$ cat src/hdl/cbrt_pkg.sv
`timescale 1ns / 1ps

package cbrt_pkg;

  // Operand format
  localparam int FRAC_BITS = 16;
  localparam int WORD_BITS = 32;

  // Scaled operand is operand * 2^(2*FRAC_BITS), non-negative part only
  localparam int SCALED_BITS = WORD_BITS - 1 + 2 * FRAC_BITS;
  // One root bit per 3-bit digit of the scaled operand
  localparam int ROOT_BITS   = (SCALED_BITS + 2) / 3;
  localparam int N_BITS      = 3 * ROOT_BITS;
  // Partial remainder is below 8 * (3y^2 + 3y + 1)
  localparam int REM_BITS    = 2 * ROOT_BITS + 5;
  // Running 3*y^2 and 3*y
  localparam int A_BITS      = 2 * ROOT_BITS + 2;
  localparam int B_BITS      = ROOT_BITS + 2;
  localparam int CNT_BITS    = $clog2(ROOT_BITS);
  localparam int SAT_BITS    = (ROOT_BITS > WORD_BITS) ? ROOT_BITS : WORD_BITS;

  localparam logic [WORD_BITS-1:0] MAX_POS = {1'b0, {(WORD_BITS - 1){1'b1}}};

  // Controller state codes
  localparam logic [1:0] S_IDLE = 2'd0;
  localparam logic [1:0] S_RUN  = 2'd1;
  localparam logic [1:0] S_DONE = 2'd2;

  typedef struct packed {
    logic load;     // capture operand, clear iteration registers
    logic step;     // one root bit
    logic publish;  // move result into output register
  } cbrt_cmd_t;

  typedef struct packed {
    logic in_nonpos;  // operand at the input is zero or negative
    logic held_pass;  // captured operand takes the pass-through path
  } cbrt_status_t;

endpackage

$ cat src/hdl/cbrt_ctrl.sv
`timescale 1ns / 1ps

module cbrt_ctrl (
  input  logic                  clk,
  input  logic                  rst,
  input  logic                  in_valid,
  output logic                  in_stall,
  output logic                  out_valid,
  input  logic                  out_stall,
  input  cbrt_pkg::cbrt_status_t status,
  output cbrt_pkg::cbrt_cmd_t    cmd
);
  import cbrt_pkg::*;

  logic [1:0]          state;
  logic [1:0]          state_next;
  logic [CNT_BITS-1:0] cnt;
  logic                out_free;

  assign out_free = !out_valid || !out_stall;
  assign in_stall = (state != S_IDLE);

  always_comb begin
    state_next  = state;
    cmd         = '0;
    unique case (state)
      S_IDLE: begin
        if (in_valid) begin
          cmd.load   = 1'b1;
          state_next = status.in_nonpos ? S_DONE : S_RUN;
        end
      end
      S_RUN: begin
        cmd.step = 1'b1;
        if (cnt == '0) state_next = S_DONE;
      end
      S_DONE: begin
        if (out_free) begin
          cmd.publish = 1'b1;
          state_next  = S_IDLE;
        end
      end
      default: state_next = S_IDLE;
    endcase
  end

  always_ff @(posedge clk) begin
    if (rst) begin
      state     <= S_IDLE;
      cnt       <= '0;
      out_valid <= 1'b0;
    end else begin
      state <= state_next;
      if (cmd.load) cnt <= CNT_BITS'(ROOT_BITS - 1);
      else if (cmd.step) cnt <= cnt - CNT_BITS'(1);
      if (cmd.publish) out_valid <= 1'b1;
      else if (!out_stall) out_valid <= 1'b0;
    end
  end

  // at most one command per cycle
  a_cmd_onehot: assert property (@(posedge clk) disable iff (rst)
    $onehot0({cmd.load, cmd.step, cmd.publish}))
    else $error("more than one datapath command");

  // result register never overwritten while a result waits
  a_publish_free: assert property (@(posedge clk) disable iff (rst)
    cmd.publish |-> (!out_valid || !out_stall))
    else $error("publish over a pending result");

  // after a load the input side is closed
  a_load_busy: assert property (@(posedge clk) disable iff (rst)
    cmd.load |=> in_stall)
    else $error("input open right after load");

  // pass-through skips the iteration
  a_pass_skip: assert property (@(posedge clk) disable iff (rst)
    (state == S_RUN) |-> !status.held_pass)
    else $error("iterating on a pass-through operand");

endmodule

$ cat src/hdl/cbrt_dp.sv
`timescale 1ns / 1ps

module cbrt_dp (
  input  logic                         clk,
  input  cbrt_pkg::cbrt_cmd_t           cmd,
  input  logic [cbrt_pkg::WORD_BITS-1:0] operand,
  output cbrt_pkg::cbrt_status_t        status,
  output logic [cbrt_pkg::WORD_BITS-1:0] root,
  output logic                         passed_through
);
  import cbrt_pkg::*;

  logic [WORD_BITS-1:0] op_hold;
  logic                 pass;
  logic [N_BITS-1:0]    n;
  logic [REM_BITS-1:0]  rem;
  logic [ROOT_BITS-1:0] y;
  logic [A_BITS-1:0]    a;   // 3*y^2
  logic [B_BITS-1:0]    b;   // 3*y

  logic [REM_BITS-1:0]  rem_sh;
  logic [A_BITS-1:0]    a2;
  logic [B_BITS-1:0]    b2;
  logic [REM_BITS-1:0]  t;
  logic                 take;
  logic [SAT_BITS-1:0]  y_ext;
  logic [WORD_BITS-1:0] root_val;

  assign status.in_nonpos = (operand == '0) || operand[WORD_BITS-1];
  assign status.held_pass = pass;

  // doubling y: 3y^2 -> 4x, 3y -> 2x; next increment is 3y^2 + 3y + 1
  assign rem_sh = {rem[REM_BITS-4:0], n[N_BITS-1 -: 3]};
  assign a2     = {a[A_BITS-3:0], 2'b00};
  assign b2     = {b[B_BITS-2:0], 1'b0};
  assign t      = REM_BITS'(a2) + REM_BITS'(b2) + REM_BITS'(1);
  assign take   = (rem_sh >= t);

  assign y_ext    = SAT_BITS'(y);
  assign root_val = (y_ext > SAT_BITS'(MAX_POS)) ? MAX_POS : WORD_BITS'(y_ext);

  always_ff @(posedge clk) begin
    if (cmd.load) begin
      op_hold <= operand;
      pass    <= status.in_nonpos;
      n       <= N_BITS'({operand[WORD_BITS-2:0], {(2 * FRAC_BITS){1'b0}}});
      rem     <= '0;
      y       <= '0;
      a       <= '0;
      b       <= '0;
    end else if (cmd.step) begin
      n <= {n[N_BITS-4:0], 3'b000};
      if (take) begin
        rem <= rem_sh - t;
        y   <= {y[ROOT_BITS-2:0], 1'b1};
        // 3(y+1)^2 = 3y^2 + 2*3y + 3
        a   <= a2 + A_BITS'({b2, 1'b0}) + A_BITS'(3);
        b   <= b2 + B_BITS'(3);
      end else begin
        rem <= rem_sh;
        y   <= {y[ROOT_BITS-2:0], 1'b0};
        a   <= a2;
        b   <= b2;
      end
    end
    if (cmd.publish) begin
      root           <= pass ? op_hold : root_val;
      passed_through <= pass;
    end
  end

endmodule

$ cat src/hdl/fixed_point_cube_root.sv
`timescale 1ns / 1ps

// Channel  Direction  Handshake           Payload
// input    in         in_valid/in_stall   operand (signed Q16.16)
// output   out        out_valid/out_stall root (signed Q16.16), passed_through
//
// Positive operand: a load, 21 root-bit steps at one root bit per cycle, then a
//   publish into the output register once the output is free.
// Zero or negative operand: no root steps; operand returned, passed_through set.
// Synchronous active-high reset clears the controller and output valid.
// in_stall is high from load until the result enters the output register; a
// stalled output holds the result and delays the next publish and next load.

module fixed_point_cube_root (
  input  logic                         clk,
  input  logic                         rst,
  input  logic                         in_valid,
  output logic                         in_stall,
  input  logic [cbrt_pkg::WORD_BITS-1:0] operand,
  output logic                         out_valid,
  input  logic                         out_stall,
  output logic [cbrt_pkg::WORD_BITS-1:0] root,
  output logic                         passed_through
);
  import cbrt_pkg::*;

  cbrt_cmd_t    cmd;
  cbrt_status_t status;

  // Sequencer: idle / iterate / deliver, plus output valid
  cbrt_ctrl u_ctrl (
    .clk       (clk),
    .rst       (rst),
    .in_valid  (in_valid),
    .in_stall  (in_stall),
    .out_valid (out_valid),
    .out_stall (out_stall),
    .status    (status),
    .cmd       (cmd)
  );

  // Digit-by-digit cube root: 3 operand bits in, 1 root bit out per step
  cbrt_dp u_dp (
    .clk            (clk),
    .cmd            (cmd),
    .operand        (operand),
    .status         (status),
    .root           (root),
    .passed_through (passed_through)
  );

endmodule

$ cat config.mk
export PLATFORM = sky130hd
export DESIGN_NAME = fixed_point_cube_root
export DESIGN_NICKNAME = d
export VERILOG_FILES = /design/src/hdl/cbrt_pkg.sv /design/src/hdl/cbrt_ctrl.sv /design/src/hdl/cbrt_dp.sv /design/src/hdl/fixed_point_cube_root.sv
export SDC_FILE = /design/constraint.sdc
export NUM_CORES = 1
export LEC_CHECK = 0
export BUFFER_PORTS_ARGS = -buffer_cell sky130_fd_sc_hd__buf_4
export CORE_ASPECT_RATIO = 1.5
export CORE_UTILIZATION = 57
export CTS_CLUSTER_SIZE = 8
export DETAILED_ROUTE_END_ITERATION = 12
export MAX_ROUTING_LAYER = met4
export PLACE_DENSITY = 0.84
export SLEW_MARGIN = 20
export SYNTH_ARGS = -nofsm -noshare
export SYNTH_HDL_FRONTEND = slang
export SYNTH_SLANG_ARGS = --single-unit
$ cat constraint.sdc
create_clock -name clk -period 5.36 [get_ports clk]
set_input_delay 0.804 -clock clk [delete_from_list [all_inputs] [get_ports clk]]
set_output_delay 0.804 -clock clk [all_outputs]
set_load 0.02 [all_outputs]
==> results.py <==
metrics = {
    "finish": {
        "final.fill_count": 1936,
        "drive_gt1_share_pct": 14.4,
        "layoutNonFillerInstCount": 2088,
        "num-nets-final": 1871,
        "area_growth_pct": 15.8,
        "antennaDiodeCount": 0,
    },
    "global_route": {
        "global_route.overflow_total": 0,
        "grt_pass1_vias": 13300,
        "largest_net_degree_at_the_start_of_global_routing": 104,
        "grt_resource_usage_total_pct": 33.5,
        "grt_first_pass_wirelength_mm": 67.7,
        "antenna_found_initial": 0,
    },
    "synth": {
        "synth_seq_area_share_pct": 38.4,
        "ys_async_sr_fraction_pct": 0,
        "synth.largest_area_cell": "edfxtp_1",
        "synth-main-ff-cell": "dfxtp_1",
        "avgSynthCellArea_um2": 8.72,
        "ff_latch_count_synth": 231,
        "synthesis.area_mm2": 0.0146,
        "synthMostInstantiatedCell": "nand2_1",
        "synthesis.yosys.warnings": 0,
        "ys_top_cells_by_count": "nand2_1, dfxtp_1, o21ai_0",
        "yosysTopAreaCellShare_pct": 20.0,
        "synth_enable_flop_cells": 97,
        "postSynthNetCount": 1798,
        "synthesized_instance_count": 1670,
        "synthTopCellsByArea": "edfxtp_1, dfxtp_1, ha_1",
        "synthDistinctLibCells": 77,
    },
    "worst_hold_path": {
        "hp-class": "input pin to flip-flop",
        "min-delay-start": "operand[31]",
        "timing.hold.worst_path_depth": 1,
        "hold_end": "u_dp.op_hold[31]$_DFFE_PP_",
    },
    "placement": {
        "io_buffers": 70,
        "place_congestion": 1.01,
        "dp.final_hpwl_mm": 29.1,
        "placed_instances": 2023,
    },
    "detailed_routing": {
        "dr_total_vias": 13500,
        "wire_per_inst_um": 20.8,
        "post_drt_via_cell_ratio": 6.45,
        "wirelength_mm": 43.3,
        "drt_iter0_drc": 1003,
        "drc_errors": 0,
        "detailedRoute.firstPassIterationCount": 7,
        "antenna_violating_nets_post_route": 0,
    },
    "cts": {
        "cts-htree-levels": 2,
        "tritoncts": "yes",
        "max-clock-path-buffers": 3,
        "cts-hold-fix-buffers": 0,
        "clk-insertion-delay-late_ns": 0.53,
        "cts_buffers": 34,
        "clkTransAtPathRegs_ns": 0.05,
        "root_buffer": "clkbuf_16",
        "cts.sink_count": 231,
    },
    "floorplanning": {
        "die_h_um": 198,
        "die_area_mm2": 0.0262,
        "pin_count": 71,
        "rows": 71,
        "die_width_um": 133,
        "initial_core_util_pct": 58.2,
        "core_region_area_mm2": 0.0251,
    },
    "worst_setup_path": {
        "worst_r2r_startpoint": "u_dp.b[0]$_SDFFE_PP0P_",
        "critical-path-max-stage-delay_ns": 0.39,
        "regToRegEndpoint": "u_dp.b[21]$_SDFFE_PP0P_",
        "cp_top_family": "compound AO/OA/AOI/OAI gates",
        "cp.arrival_ns": 5.61,
        "reg2regPathDepth": 26,
        "startpoint_type": "flip-flop",
        "cp-end-kind": "flip-flop",
        "cp_common_cell": "a21oi_2",
        "combined_buffer_and_inverter_count_along_the_critical_path": 5,
        "reg_to_reg_setup_timing_slack_ns": 0.14,
        "worst_path_max_delay_cell": "o31ai_4",
        "worstPathRequired_ns": 5.76,
        "path_class": "flip-flop to flip-flop",
        "critical_path.max_fanout": 15,
    },
    "sta": {
        "final-setup-viol-count": 0,
        "final_hold_viol_count": 0,
        "worstMarginPinSlew_ns": 0.999,
        "skew_ns": 0.0272,
        "timing_max_transition_violations_final": 0,
        "layout_worst_path_cycle_share_pct": 97.3,
        "min_period_ns": 5.22,
        "maxSlewHeadroom_pct": 33.4,
        "finalHoldWorstSlack_ns": 0.469,
        "maxClockFrequency_mhz": 192,
        "rsz_0062_raised_after_global_routing": "yes",
    },
    "pwr": {
        "power_frac_comb_pct": 48.7,
        "power.density_mw_per_mm2": 491,
        "power_frac_clock_pct": 24.1,
        "seq_power_share_pct": 27.2,
        "switching_power_mw": 3.34,
        "static-leakage-power_nw": 7.00,
        "p_int_mw": 4.94,
        "switching_portion_of_total_power_pct": 40.4,
        "irDropWorstVdd_mv": 0.397,
    },
    "run_status": {
        "outcome": "completed",
    },
    "run": {
        "timing.max_cap.violations": 0,
    },
}
[power by group through the flow]
stage / clock (mW) / combinational [mW] / sequential (mW)
after CTS: 2.00 / 3.71 / 2.25
after detailed placement: 0 / 3.68 / 2.27
after global placement: 0 / 3.62 / 2.27
after global routing: 2.09 / 4.34 / 2.27
after floorplan: 0 / 2.70 / 2.26
final: 2.00 / 4.03 / 2.25
[sequential cells by signal, summed over array words and instances, names as in the netlist]
signal               cells
u_ctrl.cnt               5
u_ctrl.out_valid         1
u_ctrl.state             2
u_dp.a                  40
u_dp.b                  22
u_dp.n                  31
u_dp.op_hold            32
u_dp.pass                1
u_dp.passed_through      1
u_dp.rem                44
u_dp.root               32
u_dp.y                  20
[cell usage in the layout, fill, tap and decap left out, types with 41 or more instances in the layout]
| cell | instances |
|---|---|
| nand2_1 | 251 |
| buf_4 | 132 |
| dfxtp_1 | 130 |
| o21ai_0 | 116 |
| nand3_1 | 110 |
| edfxtp_1 | 97 |
| a21oi_1 | 91 |
| ha_1 | 84 |
| xnor2_1 | 69 |
| nor2_1 | 54 |
| nor3_1 | 48 |
| mux2i_1 | 47 |
| a21o_1 | 43 |
| xor2_1 | 41 |
[worst reg2reg max path, stage by stage, from the launching register on]
cell and delay [ns]:
dfxtp_2 0.34, buf_4 0.16, ha_1 0.28, a21o_1 0.16, a21oi_2 0.09, o21bai_1 0.18
a21oi_2 0.10, o21ai_2 0.16, nand4_1 0.16, a21oi_2 0.20, o221ai_2 0.14, buf_6 0.16
nor2_1 0.16, xnor2_1 0.10, buf_4 0.17, ha_2 0.39, and3_4 0.22, nand2_2 0.06
o211ai_1 0.21, a31oi_2 0.10, o31ai_4 0.39, a211oi_4 0.14, nor2_4 0.20, inv_4 0.08
buf_12 0.16, o311a_1 0.35, a221o_1 0.26
[cells by family (layout without fill, tap and decap cells)]
family / Yosys count / count (layout) / share of synthesized area, %
XOR/XNOR: 111 / 111 / 6.67
AO/OA/AOI/OAI: 423 / 423 / 18.6
multiplexers: 68 / 68 / 4.85
adder cells (fa/ha/maj): 92 / 92 / 8.00
flip-flops: 231 / 231 / 38.4
buffers and inverters: 137 / 227 / 3.77
AND/OR/NAND/NOR: 608 / 608 / 19.7
[final cells by class]
| class | count | area [um2] | area share [%] |
|---|---|---|---|
| Multi-Input combinational cell | 1302 | 8610 | 51.0 |
| Sequential cell | 231 | 5600 | 33.2 |
| Timing Repair Buffer | 141 | 1150 | 6.84 |
| Clock buffer | 50 | 911 | 5.40 |
| Tap cell | 328 | 410 | 2.43 |
| Inverter | 33 | 126 | 0.749 |
| Clock inverter | 3 | 58.8 | 0.349 |
[stage by stage]
step	setup TNS, ns	setup slack, ns	power (mW)	cell area [um2]	utilization [%]
after floorplan	0	0.0220	4.96	14600	-
after global placement	0	0.167	5.89	15600	62.3
after detailed placement	0	0.0143	5.96	15600	62.3
after CTS	0	0.0448	7.96	16600	66.2
after global routing	-0.539	-0.0821	8.70	16900	67.3
final	0	0.144	8.28	16900	67.3
[per-layer routing]
metal | routed length (um) | GRT usage, % | share of wire, % | vias up
met1 | 15300 | 34.0 | 35 | 6389
met3 | 2660 | 4.97 | 6.1 | 205
met2 | 22200 | 60.2 | 51 | 617
met5 | 0 | - | 0 | -
li1 | - | - | - | 6257
met4 | 3090 | 21.3 | 7.1 | 0
[repair_timing]
| item | 4_1_cts | 5_1_grt |
|---|---|---|
| pin swaps | 2 | 19 |
| endpoints found under the setup margin | 14 | 106 |
| setup buffers | 0 | 8 |
| gates resized for setup | 1 | 39 |
| gates cloned | 0 | 3 |
[how the worst max path moves through the flow]
stage,startpoint,to,slack (ns),cells after the start
final,u_dp.b[0]$_SDFFE_PP0P_,u_dp.b[21]$_SDFFE_PP0P_,0.14,26
after global placement,u_dp.b[1]$_SDFFE_PP0P_,u_dp.b[21]$_SDFFE_PP0P_,0.17,26
after detailed placement,u_dp.b[1]$_SDFFE_PP0P_,u_dp.a[3]$_SDFFE_PP0P_,0.01,26
after global routing,u_dp.b[1]$_SDFFE_PP0P_,u_dp.b[21]$_SDFFE_PP0P_,-0.08,26
after floorplan,u_dp.b[1]$_SDFFE_PP0P_,u_dp.b[1]$_SDFFE_PP0P_,0.02,28
after CTS,u_dp.b[1]$_SDFFE_PP0P_,u_dp.b[21]$_SDFFE_PP0P_,0.04,25
Note: power is estimated with default switching activity, not from simulation.
